===== config.mk =====
export PLATFORM = sky130hd
export DESIGN_NAME = command_frame_validator_unit
export DESIGN_NICKNAME = d
export VERILOG_FILES = /design/src/rtl/cfv_pkg.sv /design/src/rtl/cfv_front.sv /design/src/rtl/cfv_queue.sv /design/src/rtl/cfv_back.sv /design/src/rtl/command_frame_validator_unit.sv
export SDC_FILE = /design/constraint.sdc
export NUM_CORES = 1
export LEC_CHECK = 0
export CAP_MARGIN = 5
export CORE_UTILIZATION = 45
export DETAILED_ROUTE_END_ITERATION = 10
export DONT_BUFFER_PORTS = 1
export GPL_TIMING_DRIVEN = 1
export PLACE_DENSITY = 0.61
export SLEW_MARGIN = 20
export SYNTH_ARGS = -nofsm -noshare
export SYNTH_HDL_FRONTEND = slang
export SYNTH_HIERARCHICAL = 1
export SYNTH_SLANG_ARGS = --single-unit

===== constraint.sdc =====
create_clock -name clk -period 6.6 [get_ports clk]
set_input_delay 0.66 -clock clk [delete_from_list [all_inputs] [get_ports clk]]
set_output_delay 0.66 -clock clk [all_outputs]
set_load 0.02 [all_outputs]

===== src/rtl/cfv_pkg.sv =====
// ------------------------------------------------------------------------
// cfv_pkg
// Types, codes and constants shared by the command frame validator.
// ------------------------------------------------------------------------
`default_nettype none

package cfv_pkg;

	typedef logic [7:0] byte_t;

	localparam int BODY_DEPTH = 8;
	localparam int BODY_KEEP  = 5;
	localparam int CNT_W      = $clog2(BODY_DEPTH + 1);
	localparam int QDEPTH     = 2;
	localparam int QPTR_W     = $clog2(QDEPTH);
	localparam int QCNT_W     = $clog2(QDEPTH + 1);
	localparam int REG_IDX_W  = 1;

	localparam byte_t START_RESET = 8'd35;
	localparam byte_t END_RESET   = 8'd33;

	localparam byte_t CHAR_A = 8'h41;
	localparam byte_t CHAR_P = 8'h50;
	localparam byte_t CHAR_L = 8'h4C;
	localparam byte_t CHAR_R = 8'h52;
	localparam byte_t CHAR_T = 8'h74;
	localparam byte_t CHAR_H = 8'h68;
	localparam byte_t CHAR_C = 8'h63;
	localparam byte_t CHAR_0 = 8'h30;
	localparam byte_t CHAR_9 = 8'h39;

	localparam logic [9:0] K_HUNDRED = 10'd100;
	localparam logic [9:0] K_TEN     = 10'd10;

	localparam logic [CNT_W-1:0] LEN_SHORT = CNT_W'(4);
	localparam logic [CNT_W-1:0] LEN_LONG  = CNT_W'(5);

	typedef enum logic [REG_IDX_W-1:0] {
		REG_START = 1'b0,
		REG_END   = 1'b1
	} reg_idx_t;

	typedef enum logic [2:0] {
		STAT_OK         = 3'd0,
		STAT_INCOMPLETE = 3'd1,
		STAT_INVALID    = 3'd2,
		STAT_MISMATCH   = 3'd3,
		STAT_NONDIGIT   = 3'd4
	} status_t;

	typedef enum logic [1:0] {
		CMD_A = 2'd0,
		CMD_P = 2'd1,
		CMD_L = 2'd2,
		CMD_R = 2'd3
	} command_t;

	typedef enum logic [1:0] {
		SENS_T = 2'd0,
		SENS_H = 2'd1,
		SENS_C = 2'd2
	} sensor_t;

	// Closed frame as handed from the front to the back.
	typedef struct packed {
		logic                            overflow;
		logic [CNT_W-1:0]                count;
		logic [BODY_KEEP-1:0][7:0]       body;
	} frame_t;

	typedef struct packed {
		logic   valid;
		frame_t frame;
	} push_t;

	// Status ends up in the low bits.
	typedef struct packed {
		byte_t    sum;
		sensor_t  sensor;
		command_t command;
		status_t  status;
	} result_t;

endpackage

`default_nettype wire


===== src/rtl/cfv_front.sv =====
// ------------------------------------------------------------------------
// cfv_front
// Byte framing: tracks start/end symbols, gathers body bytes, closes frames.
// ------------------------------------------------------------------------
`default_nettype none

module cfv_front
	import cfv_pkg::*;
(
	input  wire logic                 clk,
	input  wire logic                 arst_n,
	input  wire logic                 s_tvalid,
	output logic                      s_tready,
	input  wire byte_t                s_tdata,
	input  wire logic                 cfg_valid,
	output logic                      cfg_ready,
	input  wire logic [REG_IDX_W-1:0] cfg_index,
	input  wire byte_t                cfg_data,
	input  wire logic                 q_full,
	output push_t                     push
);

	logic                      in_frame_q;
	logic [CNT_W-1:0]          count_q;
	logic                      ovf_q;
	byte_t                     start_q;
	byte_t                     end_q;
	logic [BODY_KEEP-1:0][7:0] body_q;

	logic accept;
	logic is_start;
	logic is_end;
	logic body_beat;
	logic store;

	assign s_tready  = !q_full;
	assign cfg_ready = 1'b1;

	assign accept    = s_tvalid && s_tready;
	assign is_start  = (s_tdata == start_q);
	assign is_end    = (s_tdata == end_q);
	assign body_beat = accept && !is_start && in_frame_q && !is_end;
	assign store     = body_beat && (count_q < CNT_W'(BODY_DEPTH));

	assign push.valid          = accept && !is_start && in_frame_q && is_end;
	assign push.frame.overflow = ovf_q;
	assign push.frame.count    = count_q;
	assign push.frame.body     = body_q;

	always_ff @(posedge clk or negedge arst_n) begin
		if (!arst_n) begin
			in_frame_q <= 1'b0;
			count_q    <= '0;
			ovf_q      <= 1'b0;
		end else if (accept) begin
			if (is_start) begin
				in_frame_q <= 1'b1;
				count_q    <= '0;
				ovf_q      <= 1'b0;
			end else if (in_frame_q && is_end) begin
				in_frame_q <= 1'b0;
				count_q    <= '0;
				ovf_q      <= 1'b0;
			end else if (store) begin
				count_q <= count_q + CNT_W'(1);
			end else if (body_beat) begin
				ovf_q <= 1'b1;
			end
		end
	end

	always_ff @(posedge clk or negedge arst_n) begin
		if (!arst_n) begin
			start_q <= START_RESET;
			end_q   <= END_RESET;
		end else if (cfg_valid && cfg_ready) begin
			case (cfg_index)
				REG_START: start_q <= cfg_data;
				REG_END:   end_q   <= cfg_data;
				default: ;
			endcase
		end
	end

	// Only the leading bytes are ever checked; later body bytes just count.
	always_ff @(posedge clk) begin
		for (int i = 0; i < BODY_KEEP; i++) begin
			if (store && count_q == CNT_W'(i)) begin
				body_q[i] <= s_tdata;
			end
		end
	end

endmodule

`default_nettype wire


===== src/rtl/cfv_queue.sv =====
// ------------------------------------------------------------------------
// cfv_queue
// Short FIFO of closed frames between the front and the back.
// ------------------------------------------------------------------------
`default_nettype none

module cfv_queue
	import cfv_pkg::*;
(
	input  wire logic  clk,
	input  wire logic  arst_n,
	input  wire push_t push,
	input  wire logic  pop,
	output logic       full,
	output logic       head_valid,
	output frame_t     head
);

	frame_t              mem_q [QDEPTH];
	logic [QPTR_W-1:0]   wr_ptr_q;
	logic [QPTR_W-1:0]   rd_ptr_q;
	logic [QCNT_W-1:0]   fill_q;
	logic                do_pop;

	assign full       = (fill_q == QCNT_W'(QDEPTH));
	assign head_valid = (fill_q != '0);
	assign head       = mem_q[rd_ptr_q];
	assign do_pop     = pop && head_valid;

	always_ff @(posedge clk or negedge arst_n) begin
		if (!arst_n) begin
			wr_ptr_q <= '0;
			rd_ptr_q <= '0;
			fill_q   <= '0;
		end else begin
			if (push.valid) begin
				wr_ptr_q <= (wr_ptr_q == QPTR_W'(QDEPTH - 1)) ? '0 : wr_ptr_q + QPTR_W'(1);
			end
			if (do_pop) begin
				rd_ptr_q <= (rd_ptr_q == QPTR_W'(QDEPTH - 1)) ? '0 : rd_ptr_q + QPTR_W'(1);
			end
			if (push.valid && !do_pop) begin
				fill_q <= fill_q + QCNT_W'(1);
			end else if (do_pop && !push.valid) begin
				fill_q <= fill_q - QCNT_W'(1);
			end
		end
	end

	always_ff @(posedge clk) begin
		if (push.valid) begin
			mem_q[wr_ptr_q] <= push.frame;
		end
	end

endmodule

`default_nettype wire


===== src/rtl/cfv_back.sv =====
// ------------------------------------------------------------------------
// cfv_back
// Frame checker: decodes command and sensor, checks digits and checksum,
// and holds the result in the output register.
// ------------------------------------------------------------------------
`default_nettype none

module cfv_back
	import cfv_pkg::*;
(
	input  wire logic   clk,
	input  wire logic   arst_n,
	input  wire logic   head_valid,
	input  wire frame_t head,
	output logic        pop,
	output logic        m_tvalid,
	input  wire logic   m_tready,
	output logic [15:0] m_tdata
);

	logic       out_valid_q;
	result_t    out_q;
	result_t    res;

	byte_t      b0;
	byte_t      sens_b;
	byte_t      d0;
	byte_t      d1;
	byte_t      d2;
	logic       known;
	logic       is_p;
	command_t   cmd;
	sensor_t    sens;
	logic       sens_ok;
	logic       digits_ok;
	logic [9:0] recv;
	byte_t      sum;

	always_comb begin
		b0     = head.body[0];
		sens_b = head.body[1];
		known  = head.count != '0;
		is_p   = 1'b0;
		cmd    = CMD_A;
		case (b0)
			CHAR_A: cmd = CMD_A;
			CHAR_L: cmd = CMD_L;
			CHAR_R: cmd = CMD_R;
			CHAR_P: begin
				cmd  = CMD_P;
				is_p = 1'b1;
			end
			default: known = 1'b0;
		endcase
		if (!known) begin
			cmd  = CMD_A;
			is_p = 1'b0;
		end

		sens    = SENS_T;
		sens_ok = 1'b1;
		case (sens_b)
			CHAR_T: sens = SENS_T;
			CHAR_H: sens = SENS_H;
			CHAR_C: sens = SENS_C;
			default: sens_ok = 1'b0;
		endcase

		// Checksum digits sit one byte later for P.
		d0 = is_p ? head.body[2] : head.body[1];
		d1 = is_p ? head.body[3] : head.body[2];
		d2 = is_p ? head.body[4] : head.body[3];
		digits_ok = (d0 >= CHAR_0) && (d0 <= CHAR_9) &&
			(d1 >= CHAR_0) && (d1 <= CHAR_9) &&
			(d2 >= CHAR_0) && (d2 <= CHAR_9);
		recv = {6'd0, d0[3:0]} * K_HUNDRED + {6'd0, d1[3:0]} * K_TEN + {6'd0, d2[3:0]};
		sum  = b0 + (is_p ? sens_b : 8'd0);

		res.command = cmd;
		res.sensor  = SENS_T;
		res.sum     = '0;
		if (head.overflow) begin
			res.status = STAT_INCOMPLETE;
		end else if (!known) begin
			res.status = STAT_INVALID;
		end else if (head.count != (is_p ? LEN_LONG : LEN_SHORT)) begin
			res.status = STAT_INCOMPLETE;
		end else if (is_p && !sens_ok) begin
			res.status = STAT_INVALID;
		end else begin
			res.sensor = is_p ? sens : SENS_T;
			if (!digits_ok) begin
				res.status = STAT_NONDIGIT;
			end else begin
				res.sum    = sum;
				res.status = (recv[7:0] == sum) ? STAT_OK : STAT_MISMATCH;
			end
		end
	end

	// Refill the output register when it is empty or being drained.
	assign pop = head_valid && (!out_valid_q || m_tready);

	always_ff @(posedge clk or negedge arst_n) begin
		if (!arst_n) begin
			out_valid_q <= 1'b0;
		end else if (pop) begin
			out_valid_q <= 1'b1;
		end else if (m_tready) begin
			out_valid_q <= 1'b0;
		end
	end

	always_ff @(posedge clk) begin
		if (pop) begin
			out_q <= res;
		end
	end

	assign m_tvalid = out_valid_q;
	assign m_tdata  = {1'b0, out_q};

endmodule

`default_nettype wire


===== src/rtl/command_frame_validator_unit.sv =====
// A result beat is offered on m_tvalid once the end-symbol beat is accepted and the
// closed frame has passed the queue write and then the output register load.
// Throughput: one byte per cycle; s_tready drops only while the two-entry frame
// queue is full behind a stalled output.
// Reset: clears framing state, queue and output valid; start and end symbols
// return to '#' and '!'.
// ------------------------------------------------------------------------
// command_frame_validator_unit
// Framed command checker: front framing, frame queue, back checker.
// ------------------------------------------------------------------------
`default_nettype none

module command_frame_validator_unit
	import cfv_pkg::*;
(
	input  wire logic                 clk,
	input  wire logic                 arst_n,
	input  wire logic                 s_tvalid,
	output logic                      s_tready,
	input  wire logic [7:0]           s_tdata,   // [7:0] rx_byte
	output logic                      m_tvalid,
	input  wire logic                 m_tready,
	output logic [15:0]               m_tdata,   // [2:0] status, [4:3] command,
	                                             // [6:5] sensor, [14:7] sum_computed
	input  wire logic                 cfg_valid,
	output logic                      cfg_ready,
	input  wire logic [REG_IDX_W-1:0] cfg_index,
	input  wire logic [7:0]           cfg_data
);

	push_t  push;
	logic   q_full;
	logic   head_valid;
	frame_t head;
	logic   pop;

	cfv_front u_front (
		.clk       (clk),
		.arst_n    (arst_n),
		.s_tvalid  (s_tvalid),
		.s_tready  (s_tready),
		.s_tdata   (s_tdata),
		.cfg_valid (cfg_valid),
		.cfg_ready (cfg_ready),
		.cfg_index (cfg_index),
		.cfg_data  (cfg_data),
		.q_full    (q_full),
		.push      (push)
	);

	cfv_queue u_queue (
		.clk        (clk),
		.arst_n     (arst_n),
		.push       (push),
		.pop        (pop),
		.full       (q_full),
		.head_valid (head_valid),
		.head       (head)
	);

	cfv_back u_back (
		.clk        (clk),
		.arst_n     (arst_n),
		.head_valid (head_valid),
		.head       (head),
		.pop        (pop),
		.m_tvalid   (m_tvalid),
		.m_tready   (m_tready),
		.m_tdata    (m_tdata)
	);

endmodule

`default_nettype wire


## Word level (Yosys, flattened, before mapping)

Memories as Yosys holds them, arrays and structs flattened.
Cells that the tools add are included.

| word-level totals | value |
|---|---|
| flip-flop bits (word level) | 82 |
| RAM bits | 90 |
| input bits | 22 |
| word-level logic and storage cells | 139 |
| memories | 1 |

| cells by class | value |
|---|---|
| $add $sub $neg | 8 |
| multipliers | 2 |
| order comparisons | 7 |
| equal/unequal tests | 17 |
| multiplexer cells | 33 |
| bitwise gates (word level) | 4 |
| reductions and logical operators | 48 |

Memory list:

| name | depth | width | rd ports | clocked after Yosys merged registers in | wr ports | RTL line | text |
|---|---|---|---|---|---|---|---|
| u_queue.mem_q | 2 | 45 | 1 | 0 | 1 | cfv_queue.sv:19 | `frame_t mem_q [QDEPTH];` |

Operators by type and width:

| operator | number |
|---|---|
| $eq A8 B7 Y1 const B | 7 |
| $mux W8 | 4 |
| $eq A8 B8 Y1 | 3 |
| $ge A8 B6 Y1 const B | 3 |
| $le A8 B6 Y1 const B | 3 |
| $logic_and A1 B1 Y1 | 22 |
| $mux W1 | 17 |
| $add A8 B8 Y8 | 2 |
| $mux W2 | 6 |
| $mux W4 | 3 |
| $reduce_or A5 Y1 | 2 |
| $add A8 B4 Y8 | 1 |
| $eq A4 B2 Y1 const B | 2 |
| $reduce_and A2 Y1 | 4 |
| $reduce_bool A2 Y1 | 4 |
| $reduce_or A4 Y1 | 2 |
| $logic_not A1 Y1 | 7 |
| $mul A4 B3 Y7 const B | 1 |
| $mul A4 B5 Y6 const B | 1 |
| $pmux W2 S3 | 1 |
| $reduce_bool A3 Y1 | 2 |
| $add A4 B1 Y4 const B | 1 |
| $eq A4 B1 Y1 const B | 1 |
| $eq A4 B3 Y1 const B | 1 |
| 15 further kinds | 19 |

## Longest topological paths before layout

Gate-level depths: netlist of the first run.
An unclocked memory read counts as a cell.

| depth | value |
|---|---|
| depth in word-level cells | 16 |
| mapped depth | 20 |

## By module

Netlist of the first run, hierarchy kept.

Modules (own cells, without submodules):

| module | instances | cells an instance | area an instance (µm²) | seq. area each (µm²) |
|---|---|---|---|---|
| cfv_queue | 1 | 156 | 3636.0 | 2802.7 |
| cfv_front | 1 | 142 | 2468.6 | 1757.9 |
| cfv_back | 1 | 217 | 2109.5 | 475.5 |

## Least setup slack after synthesis of the first run

No wires, ideal clock.

| timing | value |
|---|---|
| path kind | register -> register |
| from | register u_queue.rd_ptr_q |
| to | register u_back.out_q (netlist bit u_back/m_tdata[0]), data pin |
| arrival | 5.416 ns |
| required time | 6.337 ns |
| slack | 0.921 ns |
| stages on the path, launching flop included | 18 |
| path buffers | 3 |
| clock period less this slack | 5.679 ns |
| cell sequence | dfrtp_1 -> buf_6 -> buf_12 -> mux2_4 -> or4b_4 -> nor4_4 -> buf_2 -> mux2_2 -> ha_1 -> inv_1 -> fa_1 -> inv_1 -> fa_1 -> xnor3_1 -> or4b_1 -> or4_1 -> a31oi_1 -> o21ai_0 |

RTL lines:

| item | RTL line | text |
|---|---|---|
| start, declared | cfv_queue.sv:21 | `logic [QPTR_W-1:0] rd_ptr_q;` |
| start signal, assigned | cfv_queue.sv:40 | `rd_ptr_q <= (rd_ptr_q == QPTR_W'(QDEPTH - 1)) ? '0 : rd_ptr_q + QPTR_W'(1);` |
| end signal, assigned | cfv_back.sv:116 | `out_q <= res;` |
| end, declared | cfv_back.sv:22 | `result_t out_q;` |

==> out/results.tsv, run 1 <==
stage	metric	value	unit
die	CORE AREA	17900	um^2
yosys	number of storage elements in the synthesis netlist	172	
sta	Min Clock Period, post-route	5.90	ns
yosys	largest family of logic cells by synthesized area	multiplexers	
die	Starting Density	45.9	%
die	Die X	137	um
setup_path	data arrival at the endpoint of the critical path	6.06	ns
sta	worst slew pin tran	0.689	ns
cts	clock root buffer	sky130_fd_sc_hd__clkbuf_16	
route	wire length per cell after detailed routing	18.1	um
yosys	library cell with the highest instance count after synthesis	sky130_fd_sc_hd__edfxtp_1	
route	DRT iter0 DRCs	254	
route	antenna-violating nets left	0	
cts	total clock sinks	172	
placed_design	estimated wirelength of the detail-placed design	9980	um
cts	number of buffers inserted during clock tree synthesis	17	
final_layout	P&R area growth vs syn	10.0	%
route	DRC violation count after routing	0	
yosys	asr flop ratio synth	15.7	%
final_layout	end-of-flow core utilization	50.5	%
cts	clk_lat worst skew	0.42	ns
placed_design	pre-CTS WS	0.652	ns
outcome	run status	finished, final reports clean	
cts	maximum clock insertion buffer count	2	
global_routing	global-route wire length before repair	22200	um
yosys	Mapped Avg Cell Area	15.9	um^2
final_layout	Final nets	589	
placed_design	placed cell area	8440	um^2
sta	fraction of the cycle the final worst path needs	89.5	%
yosys	sequential-to-total area share from yosys stat	61.3	%
yosys	instance count of the mapped netlist	515	
setup_path	critical path launch point type	register	
sta	Final Slew Violations	0	
hold_path	type of the worst min-delay path	in2async	
yosys	largest area contributor in the synthesized netlist	sky130_fd_sc_hd__edfxtp_1	
setup_path	CP endpoint kind	register	
sta	RSZ-0062 raised after global routing	no	
yosys	Syn Nets	572	
cts	CTS tree	done	
setup_path	WP data required	6.76	ns
die	vertical die dimension	137	um
global_routing	final global-route overflow total	0	
yosys	top_reg_cell synth	sky130_fd_sc_hd__edfxtp_1	
yosys	cell types with the highest counts after synthesis	sky130_fd_sc_hd__edfxtp_1, sky130_fd_sc_hd__mux2_4, sky130_fd_sc_hd__xnor2_1	
yosys	ranking of synthesized cells by area	sky130_fd_sc_hd__edfxtp_1, sky130_fd_sc_hd__mux2_4, sky130_fd_sc_hd__dfrtp_1	
final_layout	share of cells above drive strength 1	25.5	%
global_routing	antenna violations before repair	0	
power_and_ir_drop	power density normalized to cell area	270	nW/um^2
die	floorplan die area	18800	um^2
yosys	Post-Synthesis Cell Area	8210	um^2
final_layout	Design Area, Final	9040	um^2
placed_design	# port buffers	0	
sta	minimum setup slack in the final design	0.696	ns
sta	max_slew headroom	52.7	%
yosys	portion of netlist area occupied by mux cells	11.9	%
final_layout	total of fill cells in the finished design	1525	
power_and_ir_drop	leakage component of the power	3.29	nW
sta	Final Hold Violating Endpoints	0	
route	final WL	14000	um
yosys	Compound-Gate Fraction of Synth Area	4.17	%
setup_path	type of the worst setup path	reg2reg	
sta	setup TNS	0	ns
cts	clock-pin slew on the worst setup and hold paths	0.06	ns
sta	Setup Viol. Count Final	0	
yosys	Simple-Gate Fraction of Synth Area	8.76	%
die	count of boundary I/O pins	41	
route	via density per instance	5.33	
route	1st-pass router iterations	4	
setup_path	Worst R2R Path Depth	19	
yosys	number of warnings printed during yosys synthesis	6	
placed_design	Routability Congestion	0.857	
route	via count of the routed design	4122	
global_routing	via count of the first global-routing pass	4273	
sta	peak clock frequency supported by timing	169	MHz
global_routing	maximum number of pins on one net before global-route repair	46	
setup_path	setup slack of the worst register-to-register path	0.70	ns
job	max cap viols	0	
global_routing	All-Layer GR Usage	16.3	%
final_layout	number of antenna cells inserted	0	
die	number of core rows	49	
yosys	number of distinct library cells after synthesis	72	
final_layout	footprint of the multi-input gates	2980	um^2
cts	H-Tree Depth	4	
yosys	top-area cell type share of the netlist area	53.0	%
setup_path	critical path fanouts, max	22	
yosys	xor/xnor cell area share of the yosys netlist	5.47	%
power_and_ir_drop	maximum VDD drop	0.190	mV
yosys	Adder-Cell Fraction of Synth Area	5.79	%
final_layout	sequential standard cell area	5040	um^2
yosys	number of flops mapped to enable cells by yosys	145	
sta	clock tree skew after final layout	0.00962	ns
## layout by cell type, fill, tap and decap left out, types with 4 or more instances in the layout
cell                           n
sky130_fd_sc_hd__and2_1        6
sky130_fd_sc_hd__xnor3_1       4
sky130_fd_sc_hd__ha_1         30
sky130_fd_sc_hd__nor2_1       17
sky130_fd_sc_hd__edfxtp_1    145
sky130_fd_sc_hd__nand3_1       6
sky130_fd_sc_hd__a21oi_1      13
sky130_fd_sc_hd__xor2_1       10
sky130_fd_sc_hd__xnor2_1      31
sky130_fd_sc_hd__o211ai_1      4
sky130_fd_sc_hd__dfrtp_1      21
sky130_fd_sc_hd__and3b_1       4
sky130_fd_sc_hd__inv_1        22
sky130_fd_sc_hd__mux2_4       39
sky130_fd_sc_hd__mux2i_1       5
sky130_fd_sc_hd__clkinvlp_4    5
sky130_fd_sc_hd__fa_1          5
sky130_fd_sc_hd__dfstp_2       5
sky130_fd_sc_hd__mux2_2       30
sky130_fd_sc_hd__nor4_1        4
sky130_fd_sc_hd__buf_4         8
sky130_fd_sc_hd__o21ai_0      11
sky130_fd_sc_hd__clkbuf_16    17
sky130_fd_sc_hd__a21o_1        7
sky130_fd_sc_hd__nand2_1      15
## worst paths after layout
path                                        endpoint             start
worst max-delay path               u_back/m_tdata[0]  u_queue/rd_ptr_q
worst min-delay path                u_front/end_q[0]            arst_n
worst max register to register     u_back/m_tdata[0]  u_queue/rd_ptr_q
worst min register to register  u_queue/mem_q[1][39]  u_front/push[39]
max in group asynchronous           u_queue/rd_ptr_q            arst_n
min in group clk                    u_front/push[14]        s_tdata[6]
## metrics by stage
stage	hold slack, ns	power (mW)	std cells
finish	0.0806	2.44	774
global route	0.0512	2.53	774
CTS	0.0564	2.46	774
detailed placement	0.365	1.48	741
global placement	0.365	1.48	741
floorplan	0.364	1.45	515
## cell families (layout without fill, tap and decap cells)
| kind of cell | Yosys count | in the layout |
|---|---|---|
| other | 2 | 2 |
| AND/OR/NAND/NOR | 101 | 101 |
| buffers and inverters | 33 | 63 |
| flip-flops | 172 | 172 |
| multiplexers | 74 | 74 |
| AO/OA/AOI/OAI | 53 | 53 |
| adder cells (fa/ha/maj) | 35 | 35 |
| XOR/XNOR | 45 | 45 |
## layer usage
layer	vias to the layer above	share of wire (%)	global-route usage, %
met5	-	0	0
met1	2044	45	19.4
met3	27	3.2	3.52
met4	0	2.5	8.91
met2	90	50	27.4
li1	1961	-	-
## flip-flops by register name (all words and copies together), names as in the netlist, 2 cells and up
| register | flops |
|---|---|
| u_queue/fill_q | 2 |
| u_front/count_q | 4 |
| u_front/end_q | 8 |
| u_front/push | 40 |
| u_front/start_q | 8 |
| u_back/m_tdata | 15 |
| u_queue/mem_q | 90 |
## final cells by class
type / instances / share of cell area [%]
sequential: 172 / 55.7
multi-input combinational: 310 / 33.0
clock buffer: 20 / 4.94
tap: 229 / 3.17
clock inverter: 12 / 1.55
inverter: 22 / 0.914
timing repair buffer: 9 / 0.720
## where the power goes
part | switching, mW | internal (mW)
registers | 0.0446 | 1.22
clock network | 0.405 | 0.572
logic | 0.0953 | 0.102
total | 0.545 | 1.89
## critical path, cell delays in order (launching register included)
cell	delay (ns)
sky130_fd_sc_hd__dfrtp_2	0.47
sky130_fd_sc_hd__buf_4	0.39
sky130_fd_sc_hd__mux2_4	0.24
sky130_fd_sc_hd__or4b_4	0.49
sky130_fd_sc_hd__nor4_4	0.52
sky130_fd_sc_hd__buf_4	0.27
sky130_fd_sc_hd__mux2i_1	0.31
sky130_fd_sc_hd__xnor2_1	0.17
sky130_fd_sc_hd__ha_1	0.20
sky130_fd_sc_hd__inv_1	0.06
sky130_fd_sc_hd__fa_1	0.47
sky130_fd_sc_hd__inv_1	0.04
sky130_fd_sc_hd__ha_1	0.27
sky130_fd_sc_hd__ha_1	0.31
sky130_fd_sc_hd__a21oi_1	0.17
sky130_fd_sc_hd__xnor2_1	0.14
sky130_fd_sc_hd__xnor3_1	0.21
sky130_fd_sc_hd__or4_1	0.58
sky130_fd_sc_hd__a31oi_1	0.18
sky130_fd_sc_hd__o21ai_0	0.11
## repair_timing
item | in CTS | in global routing
setup endpoints to repair | 0 | 0
endpoints found under the hold margin | 22 | 0
resized for setup | 0 | 0
hold buffers | 1 | 0
setup buffers | 0 | 0
(Power assumes the default switching activity.)
==> run 2: changes to the inputs <==
--- a/config.mk
+++ b/config.mk
@@ -5,8 +5,10 @@
 export SDC_FILE = /design/constraint.sdc
 export NUM_CORES = 1
 export LEC_CHECK = 0
+export ABC_AREA = 1
 export CAP_MARGIN = 5
 export CORE_UTILIZATION = 45
+export CTS_BUF_LIST = sky130_fd_sc_hd__clkbuf_8
 export DETAILED_ROUTE_END_ITERATION = 10
 export DONT_BUFFER_PORTS = 1
 export GPL_TIMING_DRIVEN = 1
==> run 2 against run 1 <==
Net effect: critical path depth up 8; clock power down 25%; combinational power down 47%; setup slack better by 0.85 ns; synthesized cell count up 57%; register-to-register slack better by 0.85 ns; global-route usage up 2.1 points; sequential power about the same; clock-buffer cell count down 3; wire length up 16%; first-iteration DRC count up 38%; critical path type unchanged; critical endpoint unchanged; largest cell class unchanged.
==> out/results.tsv, run 2 <==
stage	metric	value	unit	change
hold_path	type of the worst min-delay path	in2async		
route	wire length per cell after detailed routing	15.3	um	-15%
cts	clock-pin slew on the worst setup and hold paths	0.09	ns	+0.03 ns
yosys	Syn Nets	863		+51%
sta	clock tree skew after final layout	0.0127	ns	+0.00308 ns
sta	max_slew headroom	30.8	%	-22 points
power_and_ir_drop	fraction of power spent switching nets	23.1	%	+0.78 points
setup_path	type of the worst setup path	reg2reg		
global_routing	All-Layer GR Usage	18.4	%	+2.1 points
cts	clock root buffer	sky130_fd_sc_hd__clkbuf_8		
global_routing	via count of the first global-routing pass	4979		+17%
sta	Worst Hold Slack	0.169	ns	+0.0880 ns
yosys	largest area contributor in the synthesized netlist	sky130_fd_sc_hd__edfxtp_1		
yosys	library cell with the highest instance count after synthesis	sky130_fd_sc_hd__nand2_1		
cts	CTS tree	done		
final_layout	Final nets	872		+48%
die	count of boundary I/O pins	41		unchanged
yosys	Post-Synthesis Cell Area	8320	um^2	+1.3%
sta	setup TNS	0	ns	unchanged
yosys	asr flop ratio synth	15.7	%	unchanged
power_and_ir_drop	maximum VDD drop	0.148	mV	-22%
setup_path	critical path fanouts, max	46		+110%
yosys	ranking of synthesized cells by area	sky130_fd_sc_hd__edfxtp_1, sky130_fd_sc_hd__nand2_1, sky130_fd_sc_hd__dfrtp_1		
final_layout	number of standard cells in the final layout excluding fillers	1056		+36%
sta	Min Clock Period, post-route	5.05	ns	-0.852 ns
route	via count of the routed design	5284		+28%
setup_path	WP data required	6.80	ns	+0.04 ns
power_and_ir_drop	power share of the clock group	35.2	%	-4.8 points
final_layout	P&R area growth vs syn	6.74	%	
setup_path	critical path launch point type	register		
cts	clk_lat worst skew	0.44	ns	+0.02 ns
yosys	instance count of the mapped netlist	806		+57%
die	vertical die dimension	138	um	+0.62%
global_routing	maximum number of pins on one net before global-route repair	47		+2.2%
power_and_ir_drop	Flop pwr share	59.7	%	+7.8 points
setup_path	CP endpoint kind	register		
die	Starting Density	46.1	%	+0.26 points
placed_design	Routability Congestion	0.867		+1.1%
route	wl on met1	7110	um	+14%
cts	Post-CTS Hold Buffers	1		unchanged
route	DRT iter0 DRCs	351		+38%
power_and_ir_drop	combinational power share	5.1	%	-3.0 points
yosys	number of warnings printed during yosys synthesis	6		unchanged
yosys	number of storage elements in the synthesis netlist	172		unchanged
cts	maximum clock insertion buffer count	2		unchanged
sta	Setup Viol. Count Final	0		unchanged
cts	total clock sinks	172		unchanged
yosys	top_reg_cell synth	sky130_fd_sc_hd__edfxtp_1		
die	number of core rows	49		unchanged
final_layout	Most flops, register	u_queue/mem_q		
final_layout	share of cells above drive strength 1	9.19	%	-16 points
global_routing	antenna violations before repair	0		unchanged
yosys	sequential-to-total area share from yosys stat	60.5	%	-0.77 points
power_and_ir_drop	total power draw	2.07	mW	-15%
final_layout	number of antenna cells inserted	0		unchanged
sta	minimum setup slack in the final design	1.55	ns	+0.852 ns
yosys	top-area cell type share of the netlist area	52.3	%	-0.66 points
setup_path	longest individual stage delay on the worst path	0.59	ns	about the same
sta	Final Slew Violations	0		unchanged
job	max cap viols	0		unchanged
setup_path	data arrival at the endpoint of the critical path	5.26	ns	-0.80 ns
placed_design	estimated wirelength of the detail-placed design	11200	um	+12%
route	final WL	16200	um	+16%
global_routing	global-route wire length before repair	25700	um	+16%
route	1st-pass router iterations	6		+2
final_layout	leading cell type in the layout, fill and taps excluded	sky130_fd_sc_hd__nand2_1		
cts	number of buffers inserted during clock tree synthesis	17		unchanged
setup_path	worst-path cell with the longest stage delay	sky130_fd_sc_hd__inv_2		
sta	Final Hold Violating Endpoints	0		unchanged
power_and_ir_drop	Pint	1.59	mW	-16%
power_and_ir_drop	net switching component of the power	0.478	mW	-12%
yosys	number of flops mapped to enable cells by yosys	145		unchanged
power_and_ir_drop	leakage component of the power	3.80	nW	+15%
final_layout	max FFs per register	90		unchanged
power_and_ir_drop	power density normalized to cell area	233	nW/um^2	-14%
setup_path	Most Frequent Cell on Critical Path	sky130_fd_sc_hd__nand2_1		
route	antenna-violating nets left	0		unchanged
yosys	number of distinct library cells after synthesis	43		-40%
cts	H-Tree Depth	4		unchanged
route	sum of met2 wire segment lengths after detailed routing	8140	um	+17%
route	DRC violation count after routing	0		unchanged
yosys	cell types with the highest counts after synthesis	sky130_fd_sc_hd__nand2_1, sky130_fd_sc_hd__edfxtp_1, sky130_fd_sc_hd__inv_1		
die	Die X	138	um	+0.62%
final_layout	total of fill cells in the finished design	1651		+8.3%
placed_design	# port buffers	0		unchanged
placed_design	total instance count after detailed placement	1023		+38%
sta	fraction of the cycle the final worst path needs	76.6	%	-13 points
sta	worst slew pin tran	1.03	ns	+0.345 ns
sta	peak clock frequency supported by timing	198	MHz	+17%
placed_design	pre-CTS WS	1.56	ns	+0.910 ns
route	uppermost layer routed	met4		
final_layout	highest-count cells in the layout ignoring fill and taps	sky130_fd_sc_hd__nand2_1, sky130_fd_sc_hd__edfxtp_1, sky130_fd_sc_hd__inv_1		
global_routing	final global-route overflow total	0		unchanged
cts	post-CTS setup buffer count	0		unchanged
yosys	Mapped Avg Cell Area	10.3	um^2	-35%
die	floorplan die area	19000	um^2	+1.2%
outcome	run status	finished, final reports clean		
cts	number of gates resized after CTS	0		unchanged
route	via density per instance	5.00		-6.0%
route	wire length on met3	634	um	+42%
sta	RSZ-0062 raised after global routing	no		
die	CORE AREA	18000	um^2	+0.68%
run 2: cell types whose count changed in the layout (fill, tap and decap cells not counted), sizes merged, moves of 15 or more:
cell	before	now
nand3	6	40
nand2	15	275
inv	25	107
o21ai	13	31
nor2	20	54
xnor2	31	16
mux2	69	0
run 2: area by class of cell:
| class | instances | area, um^2 | area share, % |
|---|---|---|---|
| Timing Repair Buffer | 7 | 52.6 | 0.592 |
| Inverter | 102 | 384 | 4.33 |
| Multi-Input combinational cell | 515 | 2730 | 30.8 |
| Tap cell | 229 | 287 | 3.23 |
| Clock buffer | 17 | 234 | 2.64 |
| Sequential cell | 172 | 5040 | 56.7 |
| Clock inverter | 14 | 153 | 1.72 |
run 2: metrics by stage:
stage               util, %  area (um^2)
finish                 49.3         8880
global route           49.3         8880
CTS                    49.2         8870
detailed placement     47.0         8480
global placement       47.0         8480
floorplan                 -         8320
run 2: power by group through the flow:
stage	Combinational, mW	Clock (mW)	Sequential, mW
after floorplan	0.0858	0	1.25
after global placement	0.0968	0	1.26
after detailed placement	0.101	0	1.26
after CTS	0.105	0.753	1.24
after global routing	0.120	0.795	1.24
final	0.105	0.728	1.24
run 2: path summary, 6_finish.rpt:
path                                        from                   end  slack, ns  cells past startpoint
worst max-delay path            u_queue/rd_ptr_q     u_back/m_tdata[0]       1.55                     27
worst min-delay path                      arst_n      u_front/end_q[3]       0.17                      1
worst max register to register  u_queue/rd_ptr_q     u_back/m_tdata[0]       1.55                     27
worst min register to register  u_front/push[24]  u_queue/mem_q[1][24]       0.45                      0
max in group asynchronous                 arst_n    u_front/start_q[5]       5.78                      1
min in group clk                      s_tdata[1]      u_front/push[25]       0.31                      0
run 2: routing by layer:
layer  up-vias  track usage (%)
met5         -                0
met4         0             6.16
met3        15             4.31
met2       115             32.3
met1      2491             22.2
li1       2663                -
run 2: logic make-up after synthesis:
| kind of cell | Yosys count | share of synthesized area [%] |
|---|---|---|
| AOI/OAI and AO/OA | 55 | 3.73 |
| xor gates and xnor gates | 22 | 2.32 |
| DFF | 172 | 60.5 |
| buffers and inverters | 119 | 6.74 |
| adders and majority gates | 35 | 5.72 |
| other | 2 | 0.0903 |
| and+or+nand+nor | 401 | 20.9 |
run 2: worst max-delay path, delay by kind of cell, from the launching register on:
kind | cells | cell delay (ns)
AO/OA/AOI/OAI | 4 | 0.45
adder cells (fa/ha/maj) | 4 | 1.29
XOR/XNOR | 1 | 0.21
AND/OR/NAND/NOR | 13 | 1.46
flip-flops | 1 | 0.39
buffers and inverters | 5 | 0.99
==> run 3: changes to the inputs <==
==> constraint.sdc (replaced) <==
create_clock -name clk -period 5.1 [get_ports clk]
set_input_delay 0.51 -clock clk [delete_from_list [all_inputs] [get_ports clk]]
set_output_delay 0.51 -clock clk [all_outputs]
set_load 0.02 [all_outputs]
==> run 3 against run 2 <==
Net effect: global-route usage rose by 0.42 points; clock-buffer cell count unchanged; non-clock buffer count grew 2; combinational power grew 33%; critical endpoint is now u_back/m_tdata[1].
==> out/results.tsv, run 3 (synthesis gave the netlist of run 2 again) <==
stage	metric	value	unit	change
outcome	run status	finished, final reports clean		
route	via density per instance	5.04		+0.79%
setup_path	type of the worst setup path	reg2reg		
final_layout	Design Area, Final	8960	um^2	+0.90%
final_layout	number of antenna cells inserted	0		unchanged
power_and_ir_drop	maximum VDD drop	0.186	mV	+26%
route	DRT iter0 DRCs	341		-2.8%
global_routing	global-route layer with the greatest usage	met2		
power_and_ir_drop	Flop pwr share	58.7	%	-1.0 points
route	final WL	16300	um	+0.67%
global_routing	maximum number of pins on one net before global-route repair	46		-2.1%
hold_path	type of the worst min-delay path	in2reg		
placed_design	pre-CTS WS	0.433	ns	-1.13 ns
cts	clk_lat worst skew	0.45	ns	about the same
final_layout	share of cells above drive strength 1	10.0	%	+0.81 points
sta	max_slew headroom	33.7	%	+2.9 points
power_and_ir_drop	power density normalized to cell area	304	nW/um^2	+30%
job	max cap viols	0		unchanged
setup_path	WP data required	5.31	ns	-1.49 ns
sta	peak clock frequency supported by timing	213	MHz	+7.4%
global_routing	All-Layer GR Usage	18.8	%	+0.42 points
placed_design	placed cell area	8500	um^2	+0.30%
die	Starting Density	46.1	%	unchanged
placed_design	Routability Congestion	0.898		+3.6%
cts	clock-pin slew on the worst setup and hold paths	0.09	ns	about the same
final_layout	sequential standard cell area	5040	um^2	about the same
final_layout	max FFs per register	90		unchanged
final_layout	Final nets	874		+0.23%
cts	post-CTS setup buffer count	0		unchanged
global_routing	antenna violations before repair	0		unchanged
placed_design	estimated wirelength of the detail-placed design	12000	um	+7.0%
global_routing	global-route met2 utilization	33.5	%	+1.3 points
power_and_ir_drop	combinational power share	5.1	%	about the same
setup_path	worst-path cell with the longest stage delay	sky130_fd_sc_hd__dfrtp_2		
die	floorplan die area	19000	um^2	unchanged
cts	total clock sinks	172		unchanged
final_layout	footprint of the multi-input gates	2740	um^2	+0.37%
sta	Setup Viol. Count Final	0		unchanged
power_and_ir_drop	net switching component of the power	0.614	mW	+28%
sta	Final Slew Violations	0		unchanged
die	vertical die dimension	138	um	unchanged
power_and_ir_drop	total power draw	2.72	mW	+32%
cts	number of buffers inserted during clock tree synthesis	17		unchanged
route	wire length per cell after detailed routing	15.4	um	+0.39%
setup_path	cell type group with the largest total delay on the critical path	simple AND/OR/NAND/NOR gates		
sta	Final Hold Violating Endpoints	0		unchanged
setup_path	Most Frequent Cell on Critical Path	sky130_fd_sc_hd__nand2_1		
sta	Worst Hold Slack	0.146	ns	-0.0228 ns
final_layout	highest-count cells in the layout ignoring fill and taps	sky130_fd_sc_hd__nand2_1, sky130_fd_sc_hd__edfxtp_1, sky130_fd_sc_hd__inv_1		
setup_path	critical path launch point type	register		
global_routing	global-route wire length before repair	26400	um	+3.0%
setup_path	Crit path buffers/inverters	5		unchanged
route	via count of the routed design	5341		+1.1%
route	antenna-violating nets left	0		unchanged
die	CORE AREA	18000	um^2	unchanged
cts	CTS tree	done		
global_routing	met3 Track Usage GR	4.24	%	-0.073 points
die	count of boundary I/O pins	41		unchanged
final_layout	number of standard cells in the final layout excluding fillers	1059		+0.28%
final_layout	leading cell type in the layout, fill and taps excluded	sky130_fd_sc_hd__nand2_1		
setup_path	CP endpoint kind	register		
sta	Min Clock Period, post-route	4.70	ns	-0.350 ns
die	number of core rows	49		unchanged
setup_path	longest individual stage delay on the worst path	0.48	ns	-0.11 ns
power_and_ir_drop	leakage component of the power	3.82	nW	+0.57%
final_layout	end-of-flow core utilization	49.7	%	+0.44 points
setup_path	data arrival at the endpoint of the critical path	4.91	ns	-0.35 ns
sta	minimum setup slack in the final design	0.397	ns	-1.15 ns
route	1st-pass router iterations	5		-1
cts	H-Tree Depth	4		unchanged
final_layout	P&R area growth vs syn	7.70	%	
power_and_ir_drop	fraction of power spent switching nets	22.5	%	-0.56 points
sta	setup TNS	0	ns	unchanged
setup_path	critical path fanouts, max	17		-63%
power_and_ir_drop	Pint	2.11	mW	+33%
cts	maximum clock insertion buffer count	2		unchanged
placed_design	total instance count after detailed placement	1025		+0.20%
global_routing	final global-route overflow total	0		unchanged
sta	fraction of the cycle the final worst path needs	92.2	%	+16 points
final_layout	total of fill cells in the finished design	1668		+1.0%
route	DRC violation count after routing	0		unchanged
placed_design	# port buffers	0		unchanged
cts	clock root buffer	sky130_fd_sc_hd__clkbuf_8		
power_and_ir_drop	power share of the clock group	36.1	%	+0.9 points
final_layout	Most flops, register	u_queue/mem_q		
global_routing	met1 capacity usage during global routing	22.2	%	unchanged
die	Die X	138	um	unchanged
sta	worst slew pin tran	0.995	ns	-0.0395 ns
sta	clock tree skew after final layout	0.0166	ns	+0.00386 ns
sta	RSZ-0062 raised after global routing	no		
global_routing	via count of the first global-routing pass	5315		+6.7%
run 3: area by class of cell:
cell class                 instances  area share (%)
inverter                         102            4.34
multi-input combinational        515            30.6
clock inverter                    15            2.08
timing repair buffer               9           0.922
sequential                       172            56.2
tap                              229            3.20
clock buffer                      17            2.61
run 3: power groups by stage:
stage	clock, mW	combinational, mW	sequential, mW
2_1_floorplan	0	0.111	1.62
3_3_place_gp	0	0.126	1.63
3_5_place_dp	0	0.134	1.63
4_1_cts	1.01	0.141	1.60
5_1_grt	1.07	0.162	1.60
6_report	0.983	0.140	1.60
run 3: timing repair:
action | CTS | global route
hold endpoints to repair | 27 | 0
gates resized for setup | 0 | 5
endpoints found under the setup margin | 0 | 2
hold buffers | 2 | 0
run 3: path summary, 6_finish.rpt:
check / from / end / slack (ns) / cells past startpoint
worst max-delay path: u_queue/rd_ptr_q / u_back/m_tdata[1] / 0.40 / 30
worst min-delay path: s_tdata[6] / u_front/push[22] / 0.15 / 0
worst max register to register: u_queue/rd_ptr_q / u_back/m_tdata[1] / 0.40 / 30
worst min register to register: u_front/push[27] / u_queue/mem_q[1][27] / 0.45 / 0
max in group asynchronous: arst_n / u_front/start_q[1] / 4.39 / 2
min in group asynchronous: arst_n / u_front/start_q[3] / 0.48 / 2
run 3: layer usage:
layer  part of all wire, %  up-vias
met1                    42     2555
met5                     0        -
met2                    52      106
met3                   4.0       21
met4                   1.8        0
li1                      -     2659
run 3: worst register-to-register path: cells and delay by family, from the launching register on:
| kind | cells | cell delay (ns) |
|---|---|---|
| buffers and inverters | 5 | 0.49 |
| AO/OA/AOI/OAI | 2 | 0.33 |
| AND/OR/NAND/NOR | 18 | 1.85 |
| flip-flops | 1 | 0.48 |
| adder cells (fa/ha/maj) | 4 | 1.13 |
| XOR/XNOR | 1 | 0.18 |
